<file path="src/sv/ttsn_pkg.sv">
// ============================================================================
// ttsn_pkg
// Shared types, register codes and constant tables for the touch-to-note mapper.
// ============================================================================
package ttsn_pkg;

    localparam int TABLE_ENTRIES = 16;
    localparam int ENTRY_W       = 16;
    localparam int WORD_W        = 64;
    localparam int CFG_IDX_W     = 4;
    localparam int IX_MAX_W      = 12;   // widest integer column part (12.4 at 4 fraction bits)
    localparam int FX_MAX_W      = 12;   // widest column fraction
    localparam int RECIP_SHIFT   = 16;
    localparam int RECIP_W       = 17;

    // register indexes
    localparam logic [CFG_IDX_W-1:0] REG_SCALE_LOW    = 4'd0;
    localparam logic [CFG_IDX_W-1:0] REG_SCALE_SECOND = 4'd1;
    localparam logic [CFG_IDX_W-1:0] REG_SCALE_THIRD  = 4'd2;
    localparam logic [CFG_IDX_W-1:0] REG_SCALE_HIGH   = 4'd3;
    localparam logic [CFG_IDX_W-1:0] REG_SCALE_LENGTH = 4'd4;
    localparam logic [CFG_IDX_W-1:0] REG_TONIC        = 4'd5;
    localparam logic [CFG_IDX_W-1:0] REG_ROW_OFFSET   = 4'd6;
    localparam logic [CFG_IDX_W-1:0] REG_COLUMN_OFFSET = 4'd7;

    // reset scale: chromatic 0..12
    localparam logic [WORD_W-1:0] SCALE_LOW_RESET    = 64'h0300_0200_0100_0000;
    localparam logic [WORD_W-1:0] SCALE_SECOND_RESET = 64'h0700_0600_0500_0400;
    localparam logic [WORD_W-1:0] SCALE_THIRD_RESET  = 64'h0B00_0A00_0900_0800;
    localparam logic [WORD_W-1:0] SCALE_HIGH_RESET   = 64'h0000_0000_0000_0C00;
    localparam logic [4:0]        SCALE_LENGTH_RESET = 5'd13;

    // floor(2^16 / d); entry 0 is never used on a valid scale
    localparam logic [RECIP_W-1:0] RECIP_TABLE [TABLE_ENTRIES] = '{
        17'd0,     17'd65536, 17'd32768, 17'd21845,
        17'd16384, 17'd13107, 17'd10922, 17'd9362,
        17'd8192,  17'd7281,  17'd6553,  17'd5957,
        17'd5461,  17'd5041,  17'd4681,  17'd4369
    };

    typedef struct packed {
        logic [15:0] column_pos;
        logic [15:0] row_pos;
    } touch_t;

    typedef struct packed {
        logic signed [31:0] note_value;
        logic [15:0]        column_echo;
        logic [15:0]        row_echo;
        logic               bad_scale;
        logic               saturated;
    } note_t;

    typedef struct packed {
        logic [TABLE_ENTRIES*ENTRY_W-1:0] scale;
        logic [4:0]                       length;
        logic signed [15:0]               tonic;
        logic signed [15:0]               row_offset;
        logic signed [15:0]               column_offset;
    } cfg_t;

    // terms handed from the index pipeline to the accumulate pipeline
    typedef struct packed {
        touch_t              touch;
        logic                bad;
        logic [IX_MAX_W-1:0] wraps;
        logic [FX_MAX_W-1:0] frac;
        logic [ENTRY_W-1:0]  e0;
        logic [ENTRY_W-1:0]  e1;
        logic [ENTRY_W-1:0]  span;
        logic signed [16:0]  base;
        logic signed [32:0]  row_term;
    } term_t;

    function automatic logic [ENTRY_W-1:0] get_entry(
        input logic [TABLE_ENTRIES*ENTRY_W-1:0] tbl,
        input logic [3:0]                       k
    );
        return tbl[{k, 4'b0000} +: ENTRY_W];
    endfunction

endpackage

</file>
<file path="src/sv/ttsn_index.sv">
// ============================================================================
// ttsn_index
// Stages A-D: scale length check, column index divide by reciprocal,
// remainder correction and scale table reads.
// ============================================================================
module ttsn_index #(
    parameter int MAX_SCALE_ENTRIES = 16,
    parameter int FRACTION_BITS     = 8
) (
    input  logic             aclk,
    input  logic             aresetn,
    input  logic             en,
    input  ttsn_pkg::cfg_t   cfg,
    input  logic             in_valid,
    input  ttsn_pkg::touch_t in_touch,
    output logic             out_valid,
    output ttsn_pkg::term_t  out_term
);
    import ttsn_pkg::*;

    localparam int IXW  = 16 - FRACTION_BITS;
    localparam int LENW = $clog2(MAX_SCALE_ENTRIES + 1);
    localparam int SZW  = $clog2(MAX_SCALE_ENTRIES);

    // ---- stage A: clamp length, split column, row product
    logic [LENW-1:0]    len_eff;
    logic signed [32:0] row_term;

    assign len_eff  = (cfg.length > 5'(MAX_SCALE_ENTRIES)) ? LENW'(MAX_SCALE_ENTRIES)
                                                           : cfg.length[LENW-1:0];
    assign row_term = 33'($signed({1'b0, in_touch.row_pos})) * 33'(cfg.row_offset);

    logic               a_valid_reg;
    touch_t             a_touch_reg;
    logic               a_bad_reg;
    logic [SZW-1:0]     a_sz_reg;
    logic [IXW-1:0]     a_ix_reg;
    logic [RECIP_W-1:0] a_recip_reg;
    logic signed [32:0] a_row_reg;
    logic [LENW-1:0]    sz_full;

    assign sz_full = len_eff - LENW'(1);

    // ---- stage B: q0 = ix * floor(2^16/sz) >> 16, low by at most one
    logic [IXW+RECIP_W-1:0] prod;
    assign prod = (IXW+RECIP_W)'(a_ix_reg) * (IXW+RECIP_W)'(a_recip_reg);

    logic               b_valid_reg;
    touch_t             b_touch_reg;
    logic               b_bad_reg;
    logic [SZW-1:0]     b_sz_reg;
    logic [IXW-1:0]     b_ix_reg;
    logic [IXW-1:0]     b_q0_reg;
    logic signed [32:0] b_row_reg;

    // ---- stage C: trial remainder, below 2*sz
    logic [IXW+SZW-1:0] qs;
    logic [IXW+SZW-1:0] r_full;
    assign qs     = (IXW+SZW)'(b_q0_reg) * (IXW+SZW)'(b_sz_reg);
    assign r_full = (IXW+SZW)'(b_ix_reg) - qs;

    logic               c_valid_reg;
    touch_t             c_touch_reg;
    logic               c_bad_reg;
    logic [SZW-1:0]     c_sz_reg;
    logic [SZW:0]       c_r0_reg;
    logic [IXW-1:0]     c_q0_reg;
    logic signed [32:0] c_row_reg;

    // ---- stage D: correct, read table
    logic           ge;
    logic [SZW-1:0] n;
    logic [IXW-1:0] wraps;
    logic [3:0]     k0;
    term_t          d_next;

    assign ge    = c_r0_reg >= {1'b0, c_sz_reg};
    assign n     = ge ? SZW'(c_r0_reg - {1'b0, c_sz_reg}) : c_r0_reg[SZW-1:0];
    assign wraps = c_q0_reg + IXW'(ge);
    assign k0    = 4'(n);

    always_comb begin
        d_next.touch    = c_touch_reg;
        d_next.bad      = c_bad_reg;
        d_next.wraps    = IX_MAX_W'(wraps);
        d_next.frac     = FX_MAX_W'(c_touch_reg.column_pos[FRACTION_BITS-1:0]);
        d_next.e0       = get_entry(cfg.scale, k0);
        d_next.e1       = get_entry(cfg.scale, k0 + 4'd1);
        d_next.span     = get_entry(cfg.scale, 4'(c_sz_reg));
        d_next.base     = 17'(cfg.tonic) + 17'(cfg.column_offset);
        d_next.row_term = c_row_reg;
    end

    logic  d_valid_reg;
    term_t d_reg;

    assign out_valid = d_valid_reg;
    assign out_term  = d_reg;

    always_ff @(posedge aclk) begin
        if (!aresetn) begin
            a_valid_reg <= 1'b0;
            b_valid_reg <= 1'b0;
            c_valid_reg <= 1'b0;
            d_valid_reg <= 1'b0;
        end else if (en) begin
            a_valid_reg <= in_valid;
            b_valid_reg <= a_valid_reg;
            c_valid_reg <= b_valid_reg;
            d_valid_reg <= c_valid_reg;
        end
    end

    always_ff @(posedge aclk) begin
        if (en) begin
            a_touch_reg <= in_touch;
            a_bad_reg   <= len_eff < LENW'(2);
            a_sz_reg    <= SZW'(sz_full);
            a_ix_reg    <= in_touch.column_pos[15:FRACTION_BITS];
            a_recip_reg <= RECIP_TABLE[4'(SZW'(sz_full))];
            a_row_reg   <= row_term;

            b_touch_reg <= a_touch_reg;
            b_bad_reg   <= a_bad_reg;
            b_sz_reg    <= a_sz_reg;
            b_ix_reg    <= a_ix_reg;
            b_q0_reg    <= prod[RECIP_SHIFT +: IXW];
            b_row_reg   <= a_row_reg;

            c_touch_reg <= b_touch_reg;
            c_bad_reg   <= b_bad_reg;
            c_sz_reg    <= b_sz_reg;
            c_r0_reg    <= r_full[SZW:0];
            c_q0_reg    <= b_q0_reg;
            c_row_reg   <= b_row_reg;

            d_reg       <= d_next;
        end
    end

endmodule

</file>
<file path="config.mk">
export PLATFORM = sky130hd
export DESIGN_NAME = ttsn_index
export DESIGN_NICKNAME = d
export VERILOG_FILES = /design/src/sv/ttsn_pkg.sv /design/src/sv/ttsn_index.sv
export SDC_FILE = /design/constraint.sdc
export NUM_CORES = 2
export LEC_CHECK = 0
export BUFFER_PORTS_ARGS = -buffer_cell sky130_fd_sc_hd__buf_2
export CORE_MARGIN = 5
export CORE_UTILIZATION = 60
export CTS_BUF_LIST = sky130_fd_sc_hd__clkbuf_8
export DETAILED_ROUTE_END_ITERATION = 10
export PLACE_DENSITY = 0.95
export SYNTH_ARGS = -nofsm -noshare
export SYNTH_HDL_FRONTEND = slang
export SYNTH_SLANG_ARGS = --single-unit
</file>
<file path="constraint.sdc">
create_clock -name aclk -period 8.8 [get_ports aclk]
set_input_delay 1.32 -clock aclk [delete_from_list [all_inputs] [get_ports aclk]]
set_output_delay 1.32 -clock aclk [all_outputs]
set_load 0.02 [all_outputs]
</file>
==> results.json <==
{
  "outcome": "complete, no violations",
  "final_design_area_no_fill_um2": 36700,
  "grt.busiest_layer": "met2",
  "placement.cell_area_um2": 35400,
  "grt_util_all_layers": 0.314,
  "postCtsSetupRepairBufs": 0,
  "synth-seq-cells": 390,
  "start_point_of_the_worst_hold_path": "c_bad_reg",
  "post_synth_num_cell_types": 67,
  "place_inst": 3691,
  "postCtsResizedCells": 0,
  "fp.dieW_um": 243,
  "route.final.wire_length_mm": 93.6,
  "synthArstFlopShare": 0,
  "final_cell_count_no_fill": 3829,
  "worst-path-max-fanout": 16,
  "detail_route.vias_per_cell": 6.12,
  "timing.clock.skew_ns": 0.0453,
  "cts_tree": "yes",
  "finalSetupViolCount": 0,
  "leakagePower_nw": 16.4,
  "layout.cells.most_common": "sky130_fd_sc_hd__buf_2",
  "grt.met2_usage": 0.515,
  "via_count_of_the_first_global_routing_pass": 24300,
  "clk_path_buf_depth": 3,
  "finalCritPeriodShare": 0.787,
  "met3_usage": 0.0778,
  "synth_edf_count": 386,
  "port-buffer-count": 492,
  "numCtsBuffers": 68,
  "clock_latency_ns": 0.65,
  "htreeDepth": 3,
  "most_used_cells_in_the_layout_excluding_fill_and_tap_cells": "sky130_fd_sc_hd__buf_2, sky130_fd_sc_hd__inv_1, sky130_fd_sc_hd__edfxtp_1, sky130_fd_sc_hd__fa_1, sky130_fd_sc_hd__nand2_1",
  "timing_hold_violations_final": 0,
  "crit_path_top_delay_cell": "sky130_fd_sc_hd__a211oi_1",
  "grt_start_max_net_pins": 197,
  "timing.critical_path.arrival_ns": 7.31,
  "place.detailed.hpwl_mm": 71.9,
  "maximum_cell_stage_delay_along_the_critical_path_ns": 0.66,
  "layout_setup_ws_ns": 1.88,
  "combined_area_of_all_synthesized_cells_um2": 32500,
  "setup_repair_after_global_routing_missed_its_margin": "no",
  "synth_warnings": 0,
  "worst_pin_slew_ns": 1.25,
  "starting_density_of_the_core": 0.605,
  "groute.layer.met1.usage": 0.368,
  "worstSetupPathType": "primary input to flip-flop",
  "grt_pass1_wl_mm": 143,
  "post_route_cells_drive_above_1_share": 0.257,
  "reg2reg_setup_slack_ns": 2.84,
  "synth-main-ff-cell": "sky130_fd_sc_hd__edfxtp_1",
  "holdWs_ns": 0.387,
  "timing.critical_path.cells": "buf_2 > nand2_1 > fa_1 > fa_1 > fa_1 > fa_1 > inv_1 > fa_1 > inv_1 > fa_1 > inv_1 > ha_1 > a21oi_1 > o21ai_0 > a31oi_1 > nand2_1 > a211oi_1 > o21bai_1 > a21oi_1 > xnor2_1",
  "reg2reg_to": "out_term[73]",
  "timing.critical_path.to_type": "flip-flop",
  "critPathLaunchType": "primary input",
  "antenna_found_initial": 24,
  "hold-path-endpoint": "out_term[122]",
  "largest_register_ffs": 139,
  "io_pins": 501,
  "finalNetCount": 3899,
  "route.detailed.wl_per_inst_um": 24.4,
  "seq_area_frac_synth": 0.359,
  "crit_buf_inv": 4,
  "worst_r2r_startpoint": "c_sz_reg[1]",
  "floorplan.die_area_um2": 58900,
  "detailedRoute.firstIterationViolations": 2307,
  "slew_viol_final": 0,
  "drt_pre_antenna_iters": 7,
  "critPathTopFamily": "adder cells",
  "detailedPlace.worstSlack_ns": 1.43,
  "row_count": 85,
  "critPathRequiredTime_ns": 9.18,
  "cts.clk_slew.worst_paths_ns": 0.07,
  "synthCells": 2618,
  "timing.max_cap.violations": 0,
  "floorplan.die.height_um": 243,
  "routed-via-count": 23400,
  "final_antenna_net_count": 0,
  "max_slew_margin": 0.165,
  "worstRegToRegCells": 12,
  "setup_total_negative_slack_ns": 0,
  "worstHoldPathCells": 0,
  "fmax_mhz": 144,
  "placeableCoreArea_um2": 53700,
  "gp_routability_congestion": 1.02,
  "p_per_area_nw_per_um2": 411,
  "post-route-drc-count": 0,
  "syn_avg_cell_area_um2": 12.4,
  "crit_path_frequent_cell": "sky130_fd_sc_hd__fa_1",
  "layout_min_cycle_time_ns": 6.92,
  "cts_root_buffer_type": "sky130_fd_sc_hd__clkbuf_8",
  "postCtsHoldBufs": 0,
  "areaGrowthSynthToFinish_pct": 13.1,
  "sink_count_of_the_clock_tree": 390,
  "worst_hold_path_type": "flip-flop to flip-flop",
  "grt_overflow": 0,
  "ir_drop_mv": 0.384
}
-- worst reg2reg max path, delay by kind of cell, from the launching register on --
kind            cells  cell delay, ns
fa+ha+maj           2            1.26
simple gates        2            0.31
buf+inv             4            1.43
mux                 2            1.18
flops               1            0.31
compound gates      2            1.21
-- cell families after synthesis --
kind of cell / count (synthesis) / synth area share
and+or+nand+nor: 590 / 0.0900
buffers and inverters: 514 / 0.0636
adders and majority gates: 489 / 0.255
DFF: 390 / 0.359
muxes: 336 / 0.166
AOI/OAI and AO/OA: 222 / 0.0451
xor gates and xnor gates: 76 / 0.0210
other: 1 / 0.000115
-- cell usage after synthesis (3+ instances only) --
| cell type | count | area (um^2) |
|---|---|---|
| sky130_fd_sc_hd__nor2_1 | 46 | 173 |
| sky130_fd_sc_hd__a21boi_0 | 3 | 22.5 |
| sky130_fd_sc_hd__nor4_1 | 3 | 18.8 |
| sky130_fd_sc_hd__buf_4 | 27 | 203 |
| sky130_fd_sc_hd__mux2_2 | 32 | 360 |
| sky130_fd_sc_hd__nand2_1 | 257 | 965 |
| sky130_fd_sc_hd__inv_1 | 379 | 1420 |
| sky130_fd_sc_hd__a21o_1 | 25 | 188 |
| sky130_fd_sc_hd__mux4_2 | 156 | 3510 |
| sky130_fd_sc_hd__nor2b_1 | 12 | 75.1 |
| sky130_fd_sc_hd__o21bai_1 | 11 | 82.6 |
| sky130_fd_sc_hd__ha_1 | 200 | 2500 |
| sky130_fd_sc_hd__o211ai_1 | 38 | 285 |
| sky130_fd_sc_hd__buf_1 | 15 | 56.3 |
| sky130_fd_sc_hd__nor3_1 | 8 | 40.0 |
| sky130_fd_sc_hd__xnor2_1 | 55 | 482 |
| sky130_fd_sc_hd__and2_1 | 193 | 1210 |
| sky130_fd_sc_hd__nand2b_1 | 13 | 81.3 |
| sky130_fd_sc_hd__a31oi_1 | 4 | 25.0 |
| sky130_fd_sc_hd__edfxtp_1 | 386 | 11600 |
| sky130_fd_sc_hd__fa_1 | 289 | 5790 |
| sky130_fd_sc_hd__nand3_1 | 32 | 160 |
| sky130_fd_sc_hd__mux2i_1 | 146 | 1460 |
| sky130_fd_sc_hd__clkbuf_1 | 74 | 278 |
| sky130_fd_sc_hd__xor2_1 | 19 | 166 |
| sky130_fd_sc_hd__buf_2 | 15 | 75.1 |
| sky130_fd_sc_hd__a21oi_1 | 56 | 280 |
| sky130_fd_sc_hd__a22oi_1 | 17 | 128 |
| sky130_fd_sc_hd__o21a_1 | 11 | 82.6 |
| sky130_fd_sc_hd__nand4_1 | 10 | 62.6 |
| sky130_fd_sc_hd__dfxtp_1 | 4 | 80.1 |
| sky130_fd_sc_hd__o21ai_0 | 31 | 155 |
| sky130_fd_sc_hd__a211oi_1 | 8 | 60.1 |
-- metal layers --
layer / wire, um / vias to the layer above
li1: - / 9971
met1: 31500 / 11400
met2: 44600 / 1663
met3: 9890 / 363
met4: 7460 / 10
met5: 81 / -
-- how the worst max path moves through the flow --
stage | start | to | slack [ns] | depth (start not counted)
floorplan | cfg[17] | a_row_reg[29] | 1.96 | 20
global placement | in_touch[10] | a_row_reg[28] | 1.63 | 20
detailed placement | in_touch[10] | a_row_reg[28] | 1.43 | 20
CTS | in_touch[10] | a_row_reg[28] | 2.06 | 20
global route | in_touch[10] | a_row_reg[28] | 1.66 | 20
finish | cfg[17] | a_row_reg[28] | 1.88 | 20
-- metrics by stage --
| stage | utilization | power (W) |
|---|---|---|
| after global routing | 0.684 | 0.0161 |
| after CTS | 0.683 | 0.0150 |
| after detailed placement | 0.659 | 0.0132 |
| final | 0.684 | 0.0151 |
| after floorplan | - | 0.0105 |
| after global placement | 0.659 | 0.0128 |
-- cell type report --
class                           instances  area (um^2)
Fill cell                            3569        17000
Tap cell                              696          871
Sequential cell                       390        11700
Timing Repair Buffer                  503         2580
Antenna cell                           22         55.1
Clock buffer                           69          950
Inverter                              381         1430
Multi-Input combinational cell       1721        18800
Clock inverter                         47          349
-- where the power goes --
| group | internal [W] | switching [W] |
|---|---|---|
| Sequential | 0.00288 | 0.000193 |
| Clock | 0.000857 | 0.000780 |
| Combinational | 0.00446 | 0.00594 |
| Total | 0.00820 | 0.00692 |
Power figures use the tool's default switching activity.
