===== config.mk =====
export PLATFORM = sky130hd
export DESIGN_NAME = ttsn_accum
export DESIGN_NICKNAME = d
export VERILOG_FILES = /design/src/sv/ttsn_pkg.sv /design/src/sv/ttsn_accum.sv
export SDC_FILE = /design/constraint.sdc
export NUM_CORES = 1
export LEC_CHECK = 0
export BUFFER_PORTS_ARGS = -buffer_cell sky130_fd_sc_hd__buf_2
export CAP_MARGIN = 5
export CORE_MARGIN = 1
export CORE_UTILIZATION = 32
export DETAILED_ROUTE_END_ITERATION = 7
export GPL_ROUTABILITY_DRIVEN = 0
export PLACE_DENSITY_LB_ADDON = 0.05
export SLEW_MARGIN = 20
export SYNTH_ARGS = -nofsm -noshare
export SYNTH_HDL_FRONTEND = slang
export SYNTH_SLANG_ARGS = --single-unit

===== constraint.sdc =====
create_clock -name aclk -period 7.2 [get_ports aclk]
set_input_delay 0.72 -clock aclk [delete_from_list [all_inputs] [get_ports aclk]]
set_output_delay 0.72 -clock aclk [all_outputs]
set_load 0.05 [all_outputs]

===== src/sv/ttsn_pkg.sv =====
// ============================================================================
// ttsn_pkg
// Shared types, register codes and constant tables for the touch-to-note mapper.
// ============================================================================
package ttsn_pkg;

    localparam int TABLE_ENTRIES = 16;
    localparam int ENTRY_W       = 16;
    localparam int WORD_W        = 64;
    localparam int CFG_IDX_W     = 4;
    localparam int IX_MAX_W      = 12;   // widest integer column part (12.4 at 4 fraction bits)
    localparam int FX_MAX_W      = 12;   // widest column fraction
    localparam int RECIP_SHIFT   = 16;
    localparam int RECIP_W       = 17;

    // register indexes
    localparam logic [CFG_IDX_W-1:0] REG_SCALE_LOW    = 4'd0;
    localparam logic [CFG_IDX_W-1:0] REG_SCALE_SECOND = 4'd1;
    localparam logic [CFG_IDX_W-1:0] REG_SCALE_THIRD  = 4'd2;
    localparam logic [CFG_IDX_W-1:0] REG_SCALE_HIGH   = 4'd3;
    localparam logic [CFG_IDX_W-1:0] REG_SCALE_LENGTH = 4'd4;
    localparam logic [CFG_IDX_W-1:0] REG_TONIC        = 4'd5;
    localparam logic [CFG_IDX_W-1:0] REG_ROW_OFFSET   = 4'd6;
    localparam logic [CFG_IDX_W-1:0] REG_COLUMN_OFFSET = 4'd7;

    // reset scale: chromatic 0..12
    localparam logic [WORD_W-1:0] SCALE_LOW_RESET    = 64'h0300_0200_0100_0000;
    localparam logic [WORD_W-1:0] SCALE_SECOND_RESET = 64'h0700_0600_0500_0400;
    localparam logic [WORD_W-1:0] SCALE_THIRD_RESET  = 64'h0B00_0A00_0900_0800;
    localparam logic [WORD_W-1:0] SCALE_HIGH_RESET   = 64'h0000_0000_0000_0C00;
    localparam logic [4:0]        SCALE_LENGTH_RESET = 5'd13;

    // floor(2^16 / d); entry 0 is never used on a valid scale
    localparam logic [RECIP_W-1:0] RECIP_TABLE [TABLE_ENTRIES] = '{
        17'd0,     17'd65536, 17'd32768, 17'd21845,
        17'd16384, 17'd13107, 17'd10922, 17'd9362,
        17'd8192,  17'd7281,  17'd6553,  17'd5957,
        17'd5461,  17'd5041,  17'd4681,  17'd4369
    };

    typedef struct packed {
        logic [15:0] column_pos;
        logic [15:0] row_pos;
    } touch_t;

    typedef struct packed {
        logic signed [31:0] note_value;
        logic [15:0]        column_echo;
        logic [15:0]        row_echo;
        logic               bad_scale;
        logic               saturated;
    } note_t;

    typedef struct packed {
        logic [TABLE_ENTRIES*ENTRY_W-1:0] scale;
        logic [4:0]                       length;
        logic signed [15:0]               tonic;
        logic signed [15:0]               row_offset;
        logic signed [15:0]               column_offset;
    } cfg_t;

    // terms handed from the index pipeline to the accumulate pipeline
    typedef struct packed {
        touch_t              touch;
        logic                bad;
        logic [IX_MAX_W-1:0] wraps;
        logic [FX_MAX_W-1:0] frac;
        logic [ENTRY_W-1:0]  e0;
        logic [ENTRY_W-1:0]  e1;
        logic [ENTRY_W-1:0]  span;
        logic signed [16:0]  base;
        logic signed [32:0]  row_term;
    } term_t;

    function automatic logic [ENTRY_W-1:0] get_entry(
        input logic [TABLE_ENTRIES*ENTRY_W-1:0] tbl,
        input logic [3:0]                       k
    );
        return tbl[{k, 4'b0000} +: ENTRY_W];
    endfunction

endpackage


===== src/sv/ttsn_accum.sv =====
// ============================================================================
// ttsn_accum
// Stages E-H: octave and interpolation products, exact sum, rounding and
// saturation into the output register.
// ============================================================================
module ttsn_accum #(
    parameter int FRACTION_BITS = 8
) (
    input  logic            aclk,
    input  logic            aresetn,
    input  logic            en,
    input  logic            in_valid,
    input  ttsn_pkg::term_t in_term,
    output logic            out_valid,
    output ttsn_pkg::note_t out_note
);
    import ttsn_pkg::*;

    localparam int ACCW = 48;
    localparam logic signed [ACCW-1:0] HALF    = ACCW'(1) << (FRACTION_BITS - 1);
    localparam logic signed [ACCW-1:0] NOTE_MAX = ACCW'(32'h7FFF_FFFF);
    localparam logic signed [ACCW-1:0] NOTE_MIN = -(ACCW'(64'h8000_0000));

    // ---- stage E: wraps * span, neighbor difference, base + e0
    logic [IX_MAX_W+ENTRY_W-1:0] ws;
    logic signed [16:0]          diff;
    logic signed [17:0]          coarse;
    logic signed [17:0]          base_ext;

    assign ws       = (IX_MAX_W+ENTRY_W)'(in_term.wraps) * (IX_MAX_W+ENTRY_W)'(in_term.span);
    assign diff     = $signed({1'b0, in_term.e1}) - $signed({1'b0, in_term.e0});
    assign base_ext = 18'(in_term.base);
    assign coarse   = base_ext + $signed({2'b00, in_term.e0});

    logic                        e_valid_reg;
    touch_t                      e_touch_reg;
    logic                        e_bad_reg;
    logic [IX_MAX_W+ENTRY_W-1:0] e_ws_reg;
    logic signed [16:0]          e_diff_reg;
    logic signed [17:0]          e_coarse_reg;
    logic [FX_MAX_W-1:0]         e_frac_reg;
    logic signed [32:0]          e_row_reg;

    // ---- stage F: interpolation product, coarse note
    logic signed [FX_MAX_W+17:0] dfx;
    logic signed [31:0]          coarse_ext;
    logic signed [31:0]          ws_ext;

    assign dfx        = (FX_MAX_W+18)'(e_diff_reg)
                      * (FX_MAX_W+18)'($signed({1'b0, e_frac_reg}));
    assign coarse_ext = 32'(e_coarse_reg);
    assign ws_ext     = $signed(32'(e_ws_reg));

    logic                        f_valid_reg;
    touch_t                      f_touch_reg;
    logic                        f_bad_reg;
    logic signed [31:0]          f_coarse_reg;
    logic signed [FX_MAX_W+17:0] f_dfx_reg;
    logic signed [32:0]          f_row_reg;

    // ---- stage G: exact sum plus half LSB
    logic signed [ACCW-1:0] c_term;
    logic signed [ACCW-1:0] d_term;
    logic signed [ACCW-1:0] r_term;

    assign c_term = ACCW'(f_coarse_reg);
    assign d_term = ACCW'(f_dfx_reg);
    assign r_term = ACCW'(f_row_reg);

    logic                   g_valid_reg;
    touch_t                 g_touch_reg;
    logic                   g_bad_reg;
    logic signed [ACCW-1:0] g_acc_reg;

    // ---- stage H: floor shift, clip
    logic signed [ACCW-1:0] shifted;
    note_t                  h_next;

    assign shifted = g_acc_reg >>> FRACTION_BITS;

    always_comb begin
        h_next.column_echo = g_touch_reg.column_pos;
        h_next.row_echo    = g_touch_reg.row_pos;
        h_next.bad_scale   = g_bad_reg;
        h_next.saturated   = 1'b0;
        h_next.note_value  = 32'(shifted);
        if (g_bad_reg) begin
            h_next.note_value = '0;
        end else if (shifted > NOTE_MAX) begin
            h_next.note_value = 32'sh7FFF_FFFF;
            h_next.saturated  = 1'b1;
        end else if (shifted < NOTE_MIN) begin
            h_next.note_value = 32'sh8000_0000;
            h_next.saturated  = 1'b1;
        end
    end

    logic  h_valid_reg;
    note_t h_reg;

    assign out_valid = h_valid_reg;
    assign out_note  = h_reg;

    always_ff @(posedge aclk) begin
        if (!aresetn) begin
            e_valid_reg <= 1'b0;
            f_valid_reg <= 1'b0;
            g_valid_reg <= 1'b0;
            h_valid_reg <= 1'b0;
        end else if (en) begin
            e_valid_reg <= in_valid;
            f_valid_reg <= e_valid_reg;
            g_valid_reg <= f_valid_reg;
            h_valid_reg <= g_valid_reg;
        end
    end

    always_ff @(posedge aclk) begin
        if (en) begin
            e_touch_reg  <= in_term.touch;
            e_bad_reg    <= in_term.bad;
            e_ws_reg     <= ws;
            e_diff_reg   <= diff;
            e_coarse_reg <= coarse;
            e_frac_reg   <= in_term.frac;
            e_row_reg    <= in_term.row_term;

            f_touch_reg  <= e_touch_reg;
            f_bad_reg    <= e_bad_reg;
            f_coarse_reg <= coarse_ext + ws_ext;
            f_dfx_reg    <= dfx;
            f_row_reg    <= e_row_reg;

            g_touch_reg  <= f_touch_reg;
            g_bad_reg    <= f_bad_reg;
            g_acc_reg    <= (c_term <<< FRACTION_BITS) + d_term + r_term + HALF;

            h_reg        <= h_next;
        end
    end

endmodule


==> results of run 1 <==
[worst max-delay path by stage]
stage,start,end,depth (start not counted)
after floorplan,in_term[115],e_ws_reg[27],20
after global placement,in_term[115],e_ws_reg[27],20
after detailed placement,in_term[115],e_ws_reg[27],20
after CTS,e_frac_reg[1],f_dfx_reg[29],21
after global routing,e_frac_reg[1],f_dfx_reg[29],21
final,e_frac_reg[1],f_dfx_reg[29],21
[metal layers]
metal,GRT usage,routed length [µm]
met1,0.201,33000
met2,0.246,33800
met3,0.0224,2770
met4,0.0353,1380
met5,0,0
[area by class of cell]
cell class / instances / area (µm²) / share of cell area
multi-input combinational: 1699 / 16700 / 0.477
inverter: 497 / 1870 / 0.0532
timing repair buffer: 232 / 1200 / 0.0343
sequential: 403 / 12100 / 0.344
clock inverter: 30 / 345 / 0.00985
clock buffer: 61 / 1290 / 0.0368
tap: 1265 / 1580 / 0.0452
[layout by cell type, fill, tap and decap left out, drive strengths merged, types with 11 or more instances in the layout]
cell    count
a21o       49
clkinv     20
nor2b      26
nand2     277
xor2       33
o21bai     13
nand3      15
nor2       84
a21oi      95
xnor2      92
fa        361
buf       232
inv       499
edfxtp    399
o21ai      50
nor3       15
o21a       44
and2      171
ha        240
nand4      13
and3       11
clkbuf     61
[through the flow]
step                      cell area [µm²]  hold WS (ns)
after floorplan                     30900         0.400
after global placement              33400         0.401
after detailed placement            33400         0.405
after CTS                           35100         0.205
after global routing                35100         0.216
final                               35100         0.273
[critical path, delay by kind of cell, from the launching register on]
kind,cells,cell delay [ns]
and+or+nand+nor,3,0.45
buffers and inverters,4,0.21
DFF,1,0.66
xor gates and xnor gates,1,0.09
AOI/OAI and AO/OA,7,1.97
adders and majority gates,6,2.85
[cells by family after synthesis]
group,count (synthesis),share of synthesized area
AOI/OAI and AO/OA,325,0.0716
xor gates and xnor gates,125,0.0354
adders and majority gates,601,0.331
buffers and inverters,568,0.0691
DFF,403,0.390
muxes,6,0.00198
and+or+nand+nor,642,0.100
==> results.cfg, run 1 <==
[global_route]
grt.overflow.total = 0
grt_pass1_vias = 20600
grt_max_degree = 188
grtUsageTotal = 0.147
grt_first_pass_wirelength_mm = 114
antenna_found_initial = 5

[logic_synthesis]
synth_top_area_frac = 0.388
ys_seq_area_frac = 0.390
ys_types = 67
yosysMostFrequentCell = inv_1
synth_top_area_cell = edfxtp_1
synthTopCellsByCount = inv_1, edfxtp_1, fa_1, nand2_1, ha_1
yosys-top-cells-area = edfxtp_1, fa_1, ha_1
synthArstFlopShare = 0
yosys_warnings = 0
syn_inst = 2670
synth-main-ff-cell = edfxtp_1
synth_edf_count = 399
synth_area_um2 = 30900
synth-seq-cells = 403
syn_avg_cell_area_um2 = 11.6
syn-num-nets = 3430

[setup_path]
cp_max_fo = 17
worst_ep_required_time_ns = 7.55
r2r_cells = 21
r2r-start = e_frac_reg[1]
cp-start-kind = flip-flop
rrSetupSlack_ns = 0.70
cpMaxStageDelayCell = edfxtp_1
path_class = flip-flop to flip-flop
crit_path_end_kind = flip-flop
timing.rr.end = f_dfx_reg[29]
slowest_delay_ns = 0.66
arrival_ns = 6.86
cpMostUsedCell = fa_1
cp_cell_sequence = and2_1 > fa_1 > inv_1 > fa_1 > inv_1 > fa_1 > inv_1 > fa_1 > fa_1 > inv_1 > ha_1 > o211ai_1 > o211ai_1 > o211ai_1 > a31oi_1 > a41o_1 > nor4_1 > o311ai_0 > nor2_1 > o21bai_1 > xnor2_1

[layout]
area.growth.synth_to_final_pct = 13.5
finalCoreUtilization = 0.368
largest_reg_flops = 66
layout.cells.non_filler = 4187
nNetsFinal = 3642
antennaDiodeCount = 0
num-fill-cells = 9471
drive_above_1_share = 0.115

[route]
via_per_inst = 4.57
ant_nets = 0
vias = 19100
drc_errors = 0
wl_per_cell_um = 16.9
dr.pass1.iters = 5
drt_iter0_drc = 968
drt_wl_total_mm = 70.9

[placement]
post-place-ws_ns = 0.664
io_buffers = 225
hpwl_mm = 56.4
dp_cells = 4096

[clocking]
path_clk_slew_ns = 0.07
cts_tree = done
cts-buffers-inserted = 49
htreeDepth = 2
cts_sinks = 403
clk_path_buf_depth = 3
cts.repair.resized = 0
clock_latency_ns = 0.62
cts_hold_buf = 0
cts_setup_buffers = 0
root_buffer = clkbuf_16

[floorplanning]
fp-row-count = 113
initial_core_util = 0.324
die_y_um = 313
io_pins = 226
die_width_um = 313
coreArea_um2 = 95300
die-area_um2 = 97800

[worst_hold_path]
hold_path_class = input port to flip-flop
worstHoldPathCells = 1
min_from = in_term[16]
holdPathEnd = e_row_reg[16]

[timing]
skew_ns = 0.0153
timing.final.ws_setup_ns = 0.698
hold_viol = 0
fin_crit_ns = 6.50
setup_viol = 0
worst_slew_pin_slew_ns = 1.03
maxSlewHeadroom = 0.312
tns_ns = 0
rsz0062_at_grt = false
post-route-period-util = 0.903
slew_violations = 0
max_freq_mhz = 154

[outcome]
status = finished, final reports clean

[flow_run]
drv_cap = 0
Power of run 1 is left out: the tool's default activity adds up to more than one toggle a clock period on the data nets, which glitch-free logic cannot reach.
==> run 2: changes to the inputs <==
--- a/config.mk
+++ b/config.mk
@@ -11,7 +11,7 @@
 export CORE_UTILIZATION = 32
 export DETAILED_ROUTE_END_ITERATION = 7
 export GPL_ROUTABILITY_DRIVEN = 0
-export PLACE_DENSITY_LB_ADDON = 0.05
+export PLACE_DENSITY = 0.56
 export SLEW_MARGIN = 20
 export SYNTH_ARGS = -nofsm -noshare
 export SYNTH_HDL_FRONTEND = slang
==> run 2 against run 1 <==
  * Highest routed layer is now met5
  * Count of clock-buffer cells in the layout fell by 11
  * Worst hold slack improved by 0.028 ns
  * Via count fell by 2.0%
  * Die area did not move
  * First-iteration DRC count rose by 3.6%
  * Fmax rose by 1.3%
  * Largest cell class unchanged
  * Utilization fell by 0.12 points
  * Sequential share of layout area rose by 0.11 points
  * Non-clock buffer count did not move
  * Flip-flop and latch count did not move
  * Critical path type unchanged
  * Setup slack improved by 0.083 ns
  * Register-to-register slack improved by 0.08 ns
==> results.cfg, run 2 (synthesis gave the netlist of run 1 again) <==
[worst_hold_path]
min_from = in_term[9]
hold_path_class = input port to flip-flop

[setup_path]
worst_ep_required_time_ns = 7.53
critPathBufInv = 3
cp-start-kind = flip-flop
cp_cell_sequence = nand2_1 > fa_1 > fa_1 > inv_1 > fa_1 > fa_1 > inv_1 > fa_1 > inv_1 > ha_1 > and3_1 > nor2b_1 > o211ai_1 > a31oi_1 > a41o_1 > nor4_1 > o311ai_0 > nor2_1 > o21bai_1 > xnor2_1
arrival_ns = 6.75
cpMaxStageDelayCell = edfxtp_1
slowest_delay_ns = 0.82
crit_family = adder cells
path_class = flip-flop to flip-flop
startpoint = e_frac_reg[5]
cp_max_fo = 17
cpMostUsedCell = fa_1
r2r-start = e_frac_reg[5]
crit_path_end_kind = flip-flop

[route]
via_per_inst = 4.49
dr.pass1.iters = 5
drc_errors = 0
vias = 18800
ant_nets = 0
met2_length_mm = 29.8
wl_per_cell_um = 15.4
drt-met1-wl_mm = 30.2
met3_length_mm = 3.16
routed.top_layer = met5
drt_iter0_drc = 1003
drt_wl_total_mm = 64.5

[layout]
num-fill-cells = 9512
largest_reg_flops = 66
drive_above_1_share = 0.115
area.growth.synth_to_final_pct = 13.1
finalCoreUtilization = 0.367
nNetsFinal = 3639
layout_common_cells = inv_1, edfxtp_1, fa_1
layout_commonest_cell = inv_1

[timing]
rsz0062_at_grt = false
post-route-period-util = 0.892
setup_viol = 0
timing.final.ws_setup_ns = 0.780
maxSlewHeadroom = 0.315
skew_ns = 0.0170
fin_crit_ns = 6.42
slew_violations = 0
worst_slew_pin_slew_ns = 1.03
hold_viol = 0
tns_ns = 0
max_freq_mhz = 156

[floorplanning]
die_width_um = 313
die_y_um = 313
io_pins = 226
initial_core_util = 0.324
coreArea_um2 = 95300
fp-row-count = 113
die-area_um2 = 97800

[placement]
hpwl_mm = 51.1
io_buffers = 225
post-place-ws_ns = 0.778

[clocking]
cts_setup_buffers = 0
cts_sinks = 403
cts-buffers-inserted = 46
cts_hold_buf = 0
htreeDepth = 2
cts.repair.resized = 0
cts_tree = done
root_buffer = clkbuf_16
path_clk_slew_ns = 0.07
clock_latency_ns = 0.59
clk_path_buf_depth = 3

[global_route]
grt_pass1_vias = 19100
grt_max_degree = 152
grt.overflow.total = 0
grtUsageTotal = 0.133
antenna_found_initial = 7
grt_first_pass_wirelength_mm = 103

[outcome]
status = finished, final reports clean

[flow_run]
drv_cap = 0
## run 2: stage by stage
step	hold slack [ns]	area, µm²	std cells
2_1_floorplan	0.400	30900	2670
3_3_place_gp	0.400	33400	4096
3_5_place_dp	0.405	33400	4096
4_1_cts	0.247	34900	4179
5_1_grt	0.258	34900	4179
6_report	0.301	34900	4180
## run 2: final timing paths
kind	end	slack, ns	cells past startpoint
worst min-delay path	e_row_reg[9]	0.30	1
worst max register to register	f_dfx_reg[29]	0.78	20
worst min register to register	g_touch_reg[27]	0.41	0
worst max-delay path	f_dfx_reg[29]	0.78	20
## run 2: cell type report
cell class	instances	area (µm²)	area share
Sequential cell	403	12100	0.345
Timing Repair Buffer	232	1200	0.0344
Tap cell	1265	1580	0.0453
Multi-Input combinational cell	1699	16700	0.478
Clock inverter	33	357	0.0102
Antenna cell	1	2.50	0.0000716
Inverter	497	1870	0.0534
Clock buffer	50	1170	0.0334
## run 2: layer usage
layer,vias up,GRT usage
met3,82,0.0233
met1,9226,0.184
li1,9101,-
met2,350,0.215
met4,8,0.0300
met5,-,0
Power of run 2 is left out for the same reason.
==> run 3: changes to the inputs <==
--- a/config.mk
+++ b/config.mk
@@ -8,10 +8,11 @@
 export BUFFER_PORTS_ARGS = -buffer_cell sky130_fd_sc_hd__buf_2
 export CAP_MARGIN = 5
 export CORE_MARGIN = 1
-export CORE_UTILIZATION = 32
+export CORE_UTILIZATION = 45
 export DETAILED_ROUTE_END_ITERATION = 7
 export GPL_ROUTABILITY_DRIVEN = 0
-export PLACE_DENSITY = 0.56
+export MAX_ROUTING_LAYER = met4
+export PLACE_DENSITY = 0.7
 export SLEW_MARGIN = 20
 export SYNTH_ARGS = -nofsm -noshare
 export SYNTH_HDL_FRONTEND = slang
==> run 3 against run 2 <==
  * Global-route usage is 5.0 points higher
  * Worst hold slack better by 0.0047 ns
  * Utilization is 14 points higher
  * Sequential share of layout area is 0.57 points higher
  * Clock skew is 0.016 ns higher
  * Fmax is 2.0% higher
  * Die area is 29% lower
  * Highest routed layer is now met4
==> results.cfg, run 3 (synthesis gave the netlist of run 1 again) <==
[floorplanning]
coreArea_um2 = 67500
fp-row-count = 95
initial_core_util = 0.458
die-area_um2 = 69700
die_y_um = 264
die_width_um = 264
io_pins = 226

[setup_path]
cp_max_fo = 17
timing.rr.end = f_dfx_reg[29]
rrSetupSlack_ns = 0.91
worst_ep_required_time_ns = 7.54
critPathCapture = f_dfx_reg[29]
arrival_ns = 6.63
r2r_cells = 21
startpoint = e_frac_reg[1]
crit_path_end_kind = flip-flop
path_class = flip-flop to flip-flop
cp-start-kind = flip-flop
r2r-start = e_frac_reg[1]

[layout]
fin_area_um2 = 34400
layout_commonest_cell = inv_1
finalCoreUtilization = 0.509
nNetsFinal = 3635
area.growth.synth_to_final_pct = 11.3
drive_above_1_share = 0.112
largest_reg_flops = 66
layout_common_cells = inv_1, edfxtp_1, fa_1

[timing]
skew_ns = 0.0326
hold_viol = 0
fin_crit_ns = 6.29
max_freq_mhz = 159
slew_violations = 0
worst_slew_pin_slew_ns = 1.03
tns_ns = 0
rsz0062_at_grt = false
maxSlewHeadroom = 0.316
post-route-period-util = 0.874
setup_viol = 0

[clocking]
clk_path_buf_depth = 3
cts_hold_buf = 0
cts.repair.resized = 0
htreeDepth = 2
cts_setup_buffers = 0
cts_sinks = 403
path_clk_slew_ns = 0.06
root_buffer = clkbuf_16
cts_tree = done
cts-buffers-inserted = 44
clock_latency_ns = 0.59

[global_route]
grt.overflow.total = 0
antenna_found_initial = 6
grt_first_pass_wirelength_mm = 98.7
grt_pass1_vias = 19000
grt_max_degree = 175
grtUsageTotal = 0.183

[route]
dr.pass1.iters = 5
drc_errors = 0
vias = 19000
via_per_inst = 5.00
drt_wl_total_mm = 60.7
drt_iter0_drc = 1053
ant_nets = 0
wl_per_cell_um = 16.0

[flow_run]
drv_cap = 0

[outcome]
status = finished, final reports clean

[placement]
hpwl_mm = 47.3
postPlaceCellArea_um2 = 32900
io_buffers = 225

[worst_hold_path]
hold_path_class = input port to flip-flop
[run 3: how the worst min path moves through the flow]
stage,start,endpoint,slack [ns],cells past startpoint
finish,in_term[108],e_frac_reg[10],0.31,1
global route,in_term[108],e_frac_reg[10],0.28,1
CTS,in_term[108],e_frac_reg[10],0.27,1
detailed placement,e_row_reg[13],f_row_reg[13],0.40,0
global placement,e_touch_reg[26],f_touch_reg[26],0.40,0
floorplan,e_bad_reg,f_bad_reg,0.40,0
[run 3: area by class of cell]
class,count,area (µm²)
Antenna cell,7,17.5
Fill cell,5978,33100
Tap cell,873,1090
Timing Repair Buffer,230,1200
Multi-Input combinational cell,1699,16700
Sequential cell,403,12100
Clock inverter,32,318
Inverter,497,1870
Clock buffer,48,1120
[run 3: routing by layer]
layer / routed length, µm / GRT usage / share of wire
met5: 0 / - / 0
met3: 3060 / 0.0278 / 0.050
met4: 1280 / 0.0471 / 0.021
met2: 28400 / 0.286 / 0.47
met1: 28000 / 0.250 / 0.46
[run 3: stage by stage]
step | setup slack (ns) | cells | hold WS (ns)
after floorplan | 1.25 | 2670 | 0.400
after global placement | 0.889 | 3702 | 0.400
after detailed placement | 0.816 | 3702 | 0.405
after CTS | 0.918 | 3782 | 0.265
after global routing | 0.521 | 3786 | 0.279
final | 0.907 | 3789 | 0.305
[run 3: critical path, cell delays in order (launching register included)]
cell	delay, ns
edfxtp_1	0.63
and2_1	0.27
fa_1	0.53
inv_1	0.05
fa_1	0.47
inv_1	0.05
fa_1	0.50
inv_1	0.06
fa_1	0.48
fa_1	0.48
inv_1	0.04
ha_1	0.35
o211ai_1	0.15
o211ai_1	0.25
o211ai_1	0.22
a31oi_1	0.30
a41o_1	0.28
nor4_1	0.09
o311ai_0	0.51
nor2_1	0.08
o21bai_1	0.17
xnor2_1	0.09
Power of run 3 is left out for the same reason.
