[src/sv/ttsn_pkg.sv]
// ============================================================================
// ttsn_pkg
// Shared types, register codes and constant tables for the touch-to-note mapper.
// ============================================================================
package ttsn_pkg;

    localparam int TABLE_ENTRIES = 16;
    localparam int ENTRY_W       = 16;
    localparam int WORD_W        = 64;
    localparam int CFG_IDX_W     = 4;
    localparam int IX_MAX_W      = 12;   // widest integer column part (12.4 at 4 fraction bits)
    localparam int FX_MAX_W      = 12;   // widest column fraction
    localparam int RECIP_SHIFT   = 16;
    localparam int RECIP_W       = 17;

    // register indexes
    localparam logic [CFG_IDX_W-1:0] REG_SCALE_LOW    = 4'd0;
    localparam logic [CFG_IDX_W-1:0] REG_SCALE_SECOND = 4'd1;
    localparam logic [CFG_IDX_W-1:0] REG_SCALE_THIRD  = 4'd2;
    localparam logic [CFG_IDX_W-1:0] REG_SCALE_HIGH   = 4'd3;
    localparam logic [CFG_IDX_W-1:0] REG_SCALE_LENGTH = 4'd4;
    localparam logic [CFG_IDX_W-1:0] REG_TONIC        = 4'd5;
    localparam logic [CFG_IDX_W-1:0] REG_ROW_OFFSET   = 4'd6;
    localparam logic [CFG_IDX_W-1:0] REG_COLUMN_OFFSET = 4'd7;

    // reset scale: chromatic 0..12
    localparam logic [WORD_W-1:0] SCALE_LOW_RESET    = 64'h0300_0200_0100_0000;
    localparam logic [WORD_W-1:0] SCALE_SECOND_RESET = 64'h0700_0600_0500_0400;
    localparam logic [WORD_W-1:0] SCALE_THIRD_RESET  = 64'h0B00_0A00_0900_0800;
    localparam logic [WORD_W-1:0] SCALE_HIGH_RESET   = 64'h0000_0000_0000_0C00;
    localparam logic [4:0]        SCALE_LENGTH_RESET = 5'd13;

    // floor(2^16 / d); entry 0 is never used on a valid scale
    localparam logic [RECIP_W-1:0] RECIP_TABLE [TABLE_ENTRIES] = '{
        17'd0,     17'd65536, 17'd32768, 17'd21845,
        17'd16384, 17'd13107, 17'd10922, 17'd9362,
        17'd8192,  17'd7281,  17'd6553,  17'd5957,
        17'd5461,  17'd5041,  17'd4681,  17'd4369
    };

    typedef struct packed {
        logic [15:0] column_pos;
        logic [15:0] row_pos;
    } touch_t;

    typedef struct packed {
        logic signed [31:0] note_value;
        logic [15:0]        column_echo;
        logic [15:0]        row_echo;
        logic               bad_scale;
        logic               saturated;
    } note_t;

    typedef struct packed {
        logic [TABLE_ENTRIES*ENTRY_W-1:0] scale;
        logic [4:0]                       length;
        logic signed [15:0]               tonic;
        logic signed [15:0]               row_offset;
        logic signed [15:0]               column_offset;
    } cfg_t;

    // terms handed from the index pipeline to the accumulate pipeline
    typedef struct packed {
        touch_t              touch;
        logic                bad;
        logic [IX_MAX_W-1:0] wraps;
        logic [FX_MAX_W-1:0] frac;
        logic [ENTRY_W-1:0]  e0;
        logic [ENTRY_W-1:0]  e1;
        logic [ENTRY_W-1:0]  span;
        logic signed [16:0]  base;
        logic signed [32:0]  row_term;
    } term_t;

    function automatic logic [ENTRY_W-1:0] get_entry(
        input logic [TABLE_ENTRIES*ENTRY_W-1:0] tbl,
        input logic [3:0]                       k
    );
        return tbl[{k, 4'b0000} +: ENTRY_W];
    endfunction

endpackage

[src/sv/ttsn_skid.sv]
// ============================================================================
// ttsn_skid
// Input skid stage: registered ready, one spare slot for a stalled transfer.
// ============================================================================
module ttsn_skid (
    input  logic             aclk,
    input  logic             aresetn,
    input  logic             s_valid,
    output logic             s_ready,
    input  ttsn_pkg::touch_t s_touch,
    input  logic             en,
    output logic             head_valid,
    output ttsn_pkg::touch_t head_touch
);
    import ttsn_pkg::*;

    logic   skid_valid_reg;
    touch_t skid_touch_reg;

    assign s_ready    = !skid_valid_reg;
    assign head_valid = skid_valid_reg || s_valid;
    assign head_touch = skid_valid_reg ? skid_touch_reg : s_touch;

    always_ff @(posedge aclk) begin
        if (!aresetn) begin
            skid_valid_reg <= 1'b0;
        end else if (skid_valid_reg && en) begin
            skid_valid_reg <= 1'b0;
        end else if (!skid_valid_reg && s_valid && !en) begin
            skid_valid_reg <= 1'b1;
        end
    end

    always_ff @(posedge aclk) begin
        if (!skid_valid_reg && s_valid && !en) begin
            skid_touch_reg <= s_touch;
        end
    end

endmodule

[config.mk]
export PLATFORM = sky130hd
export DESIGN_NAME = ttsn_skid
export DESIGN_NICKNAME = d
export VERILOG_FILES = /design/src/sv/ttsn_pkg.sv /design/src/sv/ttsn_skid.sv
export SDC_FILE = /design/constraint.sdc
export NUM_CORES = 1
export LEC_CHECK = 0
export BUFFER_PORTS_ARGS = -buffer_cell sky130_fd_sc_hd__buf_2
export CORE_ASPECT_RATIO = 1.75
export CORE_MARGIN = 2
export CORE_UTILIZATION = 40
export CTS_CLUSTER_SIZE = 8
export DETAILED_ROUTE_END_ITERATION = 8
export HOLD_SLACK_MARGIN = 0.06
export PLACE_DENSITY = 0.73
export SLEW_MARGIN = 0
export SYNTH_ARGS = -nofsm -noshare
export SYNTH_HDL_FRONTEND = slang
export SYNTH_SLANG_ARGS = --single-unit
export TNS_END_PERCENT = 1
[constraint.sdc]
create_clock -name aclk -period 3.35 [get_ports aclk]
set_input_delay 0.67 -clock aclk [delete_from_list [all_inputs] [get_ports aclk]]
set_output_delay 0.67 -clock aclk [all_outputs]
set_load 0.005 [all_outputs]
==> impl_results.md, run 1 <==
* Status: completed
* Avg Vias per Cell at 4.64
* Hold-fix buffers, CTS at 0
* Fin nets at 182
* Synthesized Nets at 109
* Layout area overhead at 28.1%
* Post-cts resize count at 0
* Final TNS setup at 0 ps
* Worst-margin pin slew at 1090 ps
* Post-Syn Area per Cell at 21.2 um2
* Total core area at 3660 um2
* First-pass GRT wire length at 4360 um
* Antenna cells at 0
* Yosys reg bits at 33
* Netlist cell types at 10
* Area of the multi-input gates at 502 um2
* GRT Total Usage at 0.135
* Leak Pwr at 0.000861 uW
* FILL cells at 320
* Pre-antenna DRT Iters at 2
* Final hold viol count at 0
* Routed len/inst at 14.3 um
* Delay-heaviest family, CP: flip-flops
* RSZ-0062 raised after global routing: false
* Fmax at 391 MHz
* Share of post-route cells with drive strength above 1 at 0.762
* CP max stage delay at 1050 ps
* DIE AREA at 4400 um2
* Setup Viol. Count Final at 0
* Die H at 86.3 um
* Buf+Inv Stages, Crit Path at 1
* Hold Path Stages at 1
* Hold Startpoint: s_touch[21]
* Hold Crit Class: input pin to flop
* Longest Clk Path Bufs at 2
* Slowest stage cell on the critical path: dfxtp_2
* Rel. slew slack at 0.276
* H-tree depth at 2
* Largest net degree at the start of global routing at 36
* Fin Clk Skew at 1.51 ps
* Routed wire length at 2760 um
* Sequential fraction of the synthesis area at 0.634
* GPL Wtd Cong at 0.653
* Pwr dens at 445 nW/um2
* Crit path capture type: primary output
* PnR worst setup slack at 795 ps
* Number of I/O port buffers at 69
* WHS Endpoint: skid_touch_reg[21]
* Die width at 51 um
* Crit Path Max Fanout at 35
* Cell Area, Synth at 1550 um2
* Global Route met1 Usage at 0.145
* Req. time, crit path at 2680 ps
* # rows at 29
* First DRT Iteration DRCs at 13
* Post-route DRC at 0
* Sinks on Clock Net at 33
* Worst Setup Slack post-DPL at 1080 ps
* Vias in the first global route at 950
* CTS Buf Count at 5
* Startpoint types: flop
* Vias at 896
* Peak VDD IR at 0.386 mV
* Grt met2 use at 0.231
* Reg-to-reg slack, setup at 1430 ps
* Starting density of the core at 0.422
* Most frequent cells in the layout: buf_2 (69), edfxtp_1 (32), mux2_4 (28)
* Post-route clock period utilization at 0.763
* Max-Cap Viols at 0
* Clock-pin slew on the worst setup and hold paths at 60 ps
* Worst Reg-to-Reg Cells at 2
* Commonest non-fill, non-tap cell in the layout: buf_2
* Worst reg2reg startpoint: skid_valid_reg
* I/O Pins at 70
* Max reg flops at 32
* Post-CTS Setup Bufs at 0
* Initial antenna violation count at 0
* Cells along the critical path: mux2_2, buf_2
* Synth warn at 0
* Reg2Reg Capture Point: skid_touch_reg[3]
* Root buf cell: clkbuf_8
* Final Max Slew Viols at 0
* GR Overflow Total at 0
* Clock Latency Late Sink at 270 ps
* Clock tree from TritonCTS: yes
* Register area at 982 um2
* ANT nets after route at 0
* Worst setup path class: flop to primary output
* Post-layout minimum cycle time at 2550 ps
* Busiest layer in global routing: met2
* GR Util met3 at 0.0414
* Gate count of the mapped netlist at 73
* Crit path arrival time at 1880 ps
-- cells by family (layout without fill, tap and decap cells) --
group,count (synthesis),count (layout),synth area share
and+or+nand+nor,3,3,0.0162
muxes,32,32,0.301
buffers and inverters,5,79,0.0485
DFF,33,33,0.634
-- synth_stat cells (all sizes together) --
library cell | number | area (um2)
mux2 | 32 | 465
and3b | 1 | 8.76
or2 | 1 | 8.76
dfxtp | 1 | 20.0
edfxtp | 32 | 961
inv | 1 | 3.75
buf | 4 | 71.3
nor3b | 1 | 7.51
-- routing by layer --
| metal | part of all wire | vias to the layer above |
|---|---|---|
| li1 | - | 430 |
| met3 | 0.061 | 5 |
| met2 | 0.55 | 37 |
| met1 | 0.37 | 424 |
| met4 | 0.018 | 0 |
| met5 | 0 | - |
-- cell type report --
cell class / instances / share of cell area
tap: 46 / 0.0291
clock inverter: 2 / 0.00505
timing repair buffer: 70 / 0.178
inverter: 1 / 0.00190
sequential: 33 / 0.496
clock buffer: 6 / 0.0366
multi-input combinational: 35 / 0.253
-- power by group --
group          leakage, uW  switching (uW)  total, uW  internal, uW
logic             0.000509            39.9        117          77.4
clock network    0.0000450             132        276           144
registers         0.000307            14.1        488           474
-- metrics by stage --
step                      area [um2]  total power [uW]   util  hold WS (ps)  std cells
final                           1980               881  0.540           581        193
after global routing            1980               921  0.540           571        193
after CTS                       1980               899  0.540           568        193
after detailed placement        1900               617  0.518           866        185
after global placement          1900               612  0.518           863        185
after floorplan                 1550               561      -           747         73
-- worst max path at each step --
stage	from	to	slack, ps	cells after the start
2_1_floorplan	en	skid_touch_reg[0]	970	1
3_3_place_gp	skid_valid_reg	head_touch[29]	1140	2
3_5_place_dp	skid_valid_reg	head_touch[31]	1080	2
4_1_cts	skid_valid_reg	head_touch[31]	760	2
5_1_grt	skid_valid_reg	head_touch[30]	690	2
6_report	skid_valid_reg	head_touch[31]	800	2
Power figures use the tool's default switching activity.
==> run 2, diff against run 1 <==
--- a/config.mk
+++ b/config.mk
@@ -5,6 +5,7 @@
 export SDC_FILE = /design/constraint.sdc
 export NUM_CORES = 1
 export LEC_CHECK = 0
+export ABC_AREA = 1
 export BUFFER_PORTS_ARGS = -buffer_cell sky130_fd_sc_hd__buf_2
 export CORE_ASPECT_RATIO = 1.75
 export CORE_MARGIN = 2
==> constraint.sdc (replaced) <==
create_clock -name aclk -period 2.3 [get_ports aclk]
set_input_delay 0.46 -clock aclk [delete_from_list [all_inputs] [get_ports aclk]]
set_output_delay 0.46 -clock aclk [all_outputs]
set_load 0.005 [all_outputs]
==> impl_results.md, run 2 <==
* Status: completed (unchanged)
* Sequential fraction of the synthesis area at 0.647 (was 0.634)
* Post-route DRC at 0 (unchanged)
* Setup Viol. Count Final at 0 (unchanged)
* Count leader, synth: nand2_1 (was edfxtp_1)
* Die H at 85.4 um (was 86.3 um)
* Avg Vias per Cell at 4.25 (was 4.64)
* Worst-margin pin slew at 392 ps (was 1090 ps)
* Root buf cell: clkbuf_8 (unchanged)
* GPL Wtd Cong at 0.675 (was 0.653)
* Post-Syn Area per Cell at 10.5 um2 (was 21.2 um2)
* Layout area overhead at 27.7% (was 28.1%)
* Number of I/O port buffers at 69 (unchanged)
* Share of post-route cells with drive strength above 1 at 0.452 (was 0.762)
* Crit path arrival time at 1250 ps (was 1880 ps)
* Pwr dens at 650 nW/um2 (was 445 nW/um2)
* Final Max Slew Viols at 0 (unchanged)
* Routed wire length at 2670 um (was 2760 um)
* Total core area at 3630 um2 (was 3660 um2)
* Hold-fix buffers, CTS at 0 (unchanged)
* Compound-Gate Fraction of Synth Area at 0 (unchanged)
* # rows at 29 (unchanged)
* Starting density of the core at 0.418 (was 0.422)
* Clock tree from TritonCTS: yes (unchanged)
* ANT nets after route at 0 (unchanged)
* Gate count of the mapped netlist at 144 (was 73)
* Buf+Inv Stages, Crit Path at 2 (was 1)
* Peak VDD IR at 0.494 mV (was 0.386 mV)
* Initial antenna violation count at 0 (unchanged)
* Fmax at 584 MHz
* Commonest non-fill, non-tap cell in the layout: nand2_1 (was buf_2)
* Most frequent cells in the layout: nand2_1 (79), buf_2 (69), edfxtp_1 (32) (was buf_2 (69), edfxtp_1 (32), mux2_4 (28))
* Crit path capture type: primary output (unchanged)
* Async S/R FF share, synth at 0 (unchanged)
* Clock Latency Late Sink at 270 ps (about the same)
* Leak Pwr at 0.000937 uW (was 0.000861 uW)
* Fin Clk Skew at 2.20 ps (was 1.51 ps)
* RSZ-0062 raised after global routing: false (unchanged)
* Most used DFF post-synth: edfxtp_1 (unchanged)
* Post-cts resize count at 0 (unchanged)
* Netlist cell types at 10 (unchanged)
* Number of enable flip-flop cells after synthesis at 32 (unchanged)
* Post-CTS Setup Bufs at 0 (unchanged)
* Crit Path Max Fanout at 20 (was 35)
* I/O Pins at 70 (unchanged)
* Share of cell area taken by muxes after synthesis at 0 (was 0.301)
* Die width at 50.5 um (was 51 um)
* Most frequent CP cell: nand2_1
* Top post-synthesis cells by count: nand2_1 (79), edfxtp_1 (32), nand2_2 (19), buf_6 (3), nor2_1 (3) (was edfxtp_1 (32), mux2_4 (28), mux2_2 (4), buf_12 (3))
* GRT Total Usage at 0.143 (was 0.135)
* Routed len/inst at 10.1 um (was 14.3 um)
* Largest net degree at the start of global routing at 35 (was 36)
* CP max stage delay at 440 ps (was 1050 ps)
* H-tree depth at 2 (unchanged)
* Reg-to-reg slack, setup at 820 ps (was 1430 ps)
* CTS Buf Count at 5 (unchanged)
* PnR worst setup slack at 589 ps (was 795 ps)
* Synthesized Nets at 180 (was 109)
* First-pass GRT wire length at 4570 um (was 4360 um)
* Pre-antenna DRT Iters at 4 (was 2)
* HPWL Detailed at 1930 um
* Post-layout minimum cycle time at 1710 ps
* Yosys reg bits at 33 (unchanged)
* Hold Crit Class: input pin to flop (unchanged)
* Slowest stage cell on the critical path: dfxtp_1 (was dfxtp_2)
* Final hold viol count at 0 (unchanged)
* Fin nets at 252 (was 182)
* Longest Clk Path Bufs at 2 (unchanged)
* Final TNS setup at 0 ps (unchanged)
* Startpoint types: flop (unchanged)
* Max reg flops at 32 (unchanged)
* Leading area contributor after synthesis: edfxtp_1 (unchanged)
* Clock-pin slew on the worst setup and hold paths at 60 ps (about the same)
* Rel. slew slack at 0.739 (was 0.276)
* DIE AREA at 4320 um2 (was 4400 um2)
* Cells along the critical path: buf_4, nand2_1, nand2_1, buf_2 (was mux2_2, buf_2)
* Share of the synthesized area in the top cell type at 0.634 (was 0.621)
* Worst setup path class: flop to primary output (unchanged)
* Post-route clock period utilization at 0.744
* Worst Setup Slack post-DPL at 815 ps (was 1080 ps)
* Vias at 1117 (was 896)
* Largest family of logic cells by synthesized area: simple AND/OR/NAND/NOR gates (was multiplexers)
* Max-Cap Viols at 0 (unchanged)
* Vias in the first global route at 1073 (was 950)
* Post-synthesis simple-gate area fraction at 0.282 (was 0.0162)
* Req. time, crit path at 1840 ps (was 2680 ps)
* XOR/XNOR share of the synthesized area at 0 (unchanged)
* GR Overflow Total at 0 (unchanged)
* Cell Area, Synth at 1520 um2 (was 1550 um2)
* Synth area leaders: edfxtp_1 (63%), nand2_1 (20%), nand2_2 (7.8%), buf_12 (2.6%), buf_6 (2.2%) (was edfxtp_1 (62%), mux2_4 (27%), buf_12 (3.9%), mux2_2 (2.9%), dfxtp_1 (1.3%))
* Antenna cells at 0 (unchanged)
* Delay-heaviest family, CP: flip-flops (unchanged)
* Synth warn at 0 (unchanged)
* Adder-Cell Fraction of Synth Area at 0 (unchanged)
* Sinks on Clock Net at 33 (unchanged)
* First DRT Iteration DRCs at 25 (was 13)
[run 2: cell count changes in the layout (fill, tap and decap cells not counted), moves of 4 or more]
cell     change
nand2_1     +79
mux2_4      -28
mux2_2       -4
nand2_2     +19
[run 2: cell type report]
type / instances / area, um2
inverters: 3 / 18.8
multi-input cells: 101 / 429
well taps: 46 / 57.6
flip-flops and latches: 33 / 981
repair buffers: 72 / 368
clock buffers: 8 / 80.1
fillers: 352 / 1690
[run 2: per-stage QoR]
stage / utilization / area [um2] / power [uW] / std cells / hold slack [ps]
final: 0.533 / 1930 / 1260 / 263 / 371
after global routing: 0.533 / 1930 / 1330 / 263 / 359
after CTS: 0.533 / 1930 / 1280 / 263 / 359
after detailed placement: 0.511 / 1850 / 881 / 255 / 653
after global placement: 0.511 / 1850 / 878 / 255 / 651
after floorplan: - / 1520 / 800 / 144 / 559
[run 2: per-layer routing]
layer,global-route usage,routed length [um],vias up
li1,-,-,602
met1,0.165,1060,456
met2,0.236,1370,53
met3,0.0370,186,6
met4,0.0811,50,0
met5,0,0,-
[run 2: kinds of logic (layout without fill, tap and decap cells)]
kind of cell / after synthesis / count (layout)
simple gates: 101 / 101
flops: 33 / 33
buf+inv: 10 / 83
[run 2: worst register-to-register path, stage by stage, from the launching register on]
cell and delay, ps:
dfxtp_1 370, inv_8 220, nand2_1 100, nor2_2 80, buf_4 350
[run 2: path summary, 6_finish.rpt]
check                  from                 end  cells after the start
max          skid_valid_reg      head_touch[14]                      4
min             s_touch[11]  skid_touch_reg[11]                      1
max reg2reg  skid_valid_reg   skid_touch_reg[4]                      4
min reg2reg  skid_valid_reg      skid_valid_reg                      3
[run 2: report_power, final]
part           switching (uW)  internal [uW]  leakage (uW)
combinational            90.8           78.1      0.000590
clock                     177            214     0.0000395
sequential               6.80            690      0.000307
total                     274            982      0.000937
==> run 3, diff against run 2 <==
==> constraint.sdc (replaced) <==
create_clock -name aclk -period 1.4 [get_ports aclk]
set_input_delay 0.28 -clock aclk [delete_from_list [all_inputs] [get_ports aclk]]
set_output_delay 0.28 -clock aclk [all_outputs]
set_load 0.005 [all_outputs]
==> impl_results.md, run 3 (same netlist as run 2, synthesis figures left out) <==
* Status: finished, violations left (was completed)
* Failing checks: setup timing
* Placed cell count at 257 (was 255)
* GR Overflow Total at 0 (unchanged)
* Share of post-route cells with drive strength above 1 at 0.491 (was 0.452)
* Cells along the critical path: inv_8, clkbuf_16, nand2_1, nand2_1, buf_2 (was buf_4, nand2_1, nand2_1, buf_2)
* Root buf cell: clkbuf_8 (unchanged)
* ANT nets after route at 0 (unchanged)
* Fin Clk Skew at 6.76 ps (was 2.20 ps)
* Post-route clock period utilization at 1.02
* Clock Latency Late Sink at 280 ps (was 270 ps)
* GPL Wtd Cong at 0.650 (was 0.675)
* Hold Crit Class: input pin to flop (unchanged)
* Max-Cap Viols at 0 (unchanged)
* Pre-antenna DRT Iters at 4 (unchanged)
* Final Max Slew Viols at 0 (unchanged)
* Slowest stage cell on the critical path: dfxtp_4 (was dfxtp_1)
* Longest Clk Path Bufs at 2 (unchanged)
* Die width at 50.5 um (unchanged)
* CTS Buf Count at 5 (unchanged)
* H-tree depth at 2 (unchanged)
* Routed wire length at 3080 um (was 2670 um)
* HPWL Detailed at 2240 um (was 1930 um)
* Crit path arrival time at 1150 ps (was 1250 ps)
* Total core area at 3630 um2 (unchanged)
* Crit Path Max Fanout at 8 (was 20)
* Peak VDD IR at 1.00 mV (was 0.494 mV)
* GRT Total Usage at 0.154 (was 0.143)
* Antenna cells at 0 (unchanged)
* Clock-pin slew on the worst setup and hold paths at 70 ps (was 60 ps)
* DIE AREA at 4320 um2 (unchanged)
* CP max stage delay at 430 ps (was 440 ps)
* Setup Viol. Count Final at 10 (was 0)
* Number of I/O port buffers at 69 (unchanged)
* Sinks on Clock Net at 33 (unchanged)
* Starting density of the core at 0.418 (unchanged)
* Grt met2 use at 0.268 (was 0.236)
* # rows at 29 (unchanged)
* Crit path capture type: primary output (unchanged)
* PnR worst setup slack at -29.3 ps (was 589 ps)
* Most frequent cells in the layout: nand2_1 (76), buf_2 (69), edfxtp_1 (32) (was nand2_1 (79), buf_2 (69), edfxtp_1 (32))
* First-pass GRT wire length at 4940 um (was 4570 um)
* Die H at 85.4 um (unchanged)
* Post-DP Area at 1920 um2 (was 1850 um2)
* Layout area overhead at 38.9% (was 27.7%)
* Post-layout minimum cycle time at 1430 ps
* Leak Pwr at 0.00101 uW (was 0.000937 uW)
* Fin nets at 257 (was 252)
* Design Area, Final at 2100 um2 (was 1930 um2)
* Most frequent CP cell: nand2_1 (unchanged)
* Vias in the first global route at 1135 (was 1073)
* Initial antenna violation count at 0 (unchanged)
* Startpoint types: flop (unchanged)
* I/O Pins at 70 (unchanged)
* Final TNS setup at -140 ps (was 0 ps)
* Global Route met1 Usage at 0.172 (was 0.165)
* Vias at 1197 (was 1117)
* Fmax at 700 MHz
* Worst-margin pin slew at 169 ps (was 392 ps)
* Req. time, crit path at 1120 ps (was 1840 ps)
* Busiest layer in global routing: met2 (unchanged)
* Routed len/inst at 11.5 um (was 10.1 um)
* Largest net degree at the start of global routing at 21 (was 35)
* Pwr dens at 1100 nW/um2 (was 650 nW/um2)
* GR Util met3 at 0.0475 (was 0.0370)
* Commonest non-fill, non-tap cell in the layout: nand2_1 (unchanged)
* Max reg flops at 32 (unchanged)
* Worst setup path class: flop to primary output (unchanged)
* Clock tree from TritonCTS: yes (unchanged)
* First DRT Iteration DRCs at 37 (was 25)
* RSZ-0062 raised after global routing: true (was false)
* Avg Vias per Cell at 4.47 (was 4.25)
* Post-route DRC at 0 (unchanged)
* Final std cells w/o fill at 268 (was 263)
* Rel. slew slack at 0.888 (was 0.739)
* Final hold viol count at 0 (unchanged)
==> run 3: changes by cell type in the layout (fill, tap and decap cells not counted), moves of 2 or more <==
cell      before  now
nand2_1       79   76
clkbuf_1       3    1
buf_4          3    0
nand2_2       19   21
buf_12         0    5
==> run 3: per-layer routing <==
metal  wire (um)  up-vias
met3         224        6
li1            -      611
met4          53        0
met5           0        -
met2        1600       59
met1        1200      521
==> run 3: final cells by class <==
class	count	area (um2)
Multi-Input combinational cell	101	449
Fill cell	339	1520
Inverter	3	18.8
Clock buffer	6	72.6
Timing Repair inverter	1	6.26
Clock inverter	2	33.8
Sequential cell	33	985
Timing Repair Buffer	76	482
Tap cell	46	57.6
==> run 3: power breakdown <==
group	switching [uW]	internal, uW
sequential	14.5	1130
combinational	162	162
clock	318	525
==> run 3: critical path: cells and delay by family (launching register included) <==
kind                   cells  cell delay, ps
and+or+nand+nor            2              90
buffers and inverters      3             350
DFF                        1             430
==> run 3: final timing paths <==
kind                  start                 end  slack [ps]  depth (start not counted)
max          skid_valid_reg      head_touch[11]         -30                          5
min             s_touch[12]  skid_touch_reg[12]         180                          1
max reg2reg  skid_valid_reg  skid_touch_reg[16]         150                          4
min reg2reg  skid_valid_reg      skid_valid_reg         770                          3
==> run 3: per-stage QoR <==
step	worst slack, ps	power [uW]	utilization	hold WS (ps)
5_1_grt	-74.1	2410	0.580	168
3_3_place_gp	148	1470	0.529	472
2_1_floorplan	-43.5	1320	-	379
6_report	-29.3	2310	0.580	183
3_5_place_dp	115	1470	0.529	475
4_1_cts	-37.7	2340	0.572	171
==> run 3: what timing repair did <==
item	CTS	global route
pin swaps	3	0
gates resized for setup	8	1
cloned	1	1
endpoints found under the setup margin	34	33
hold buffers	0	0
setup buffers	1	0
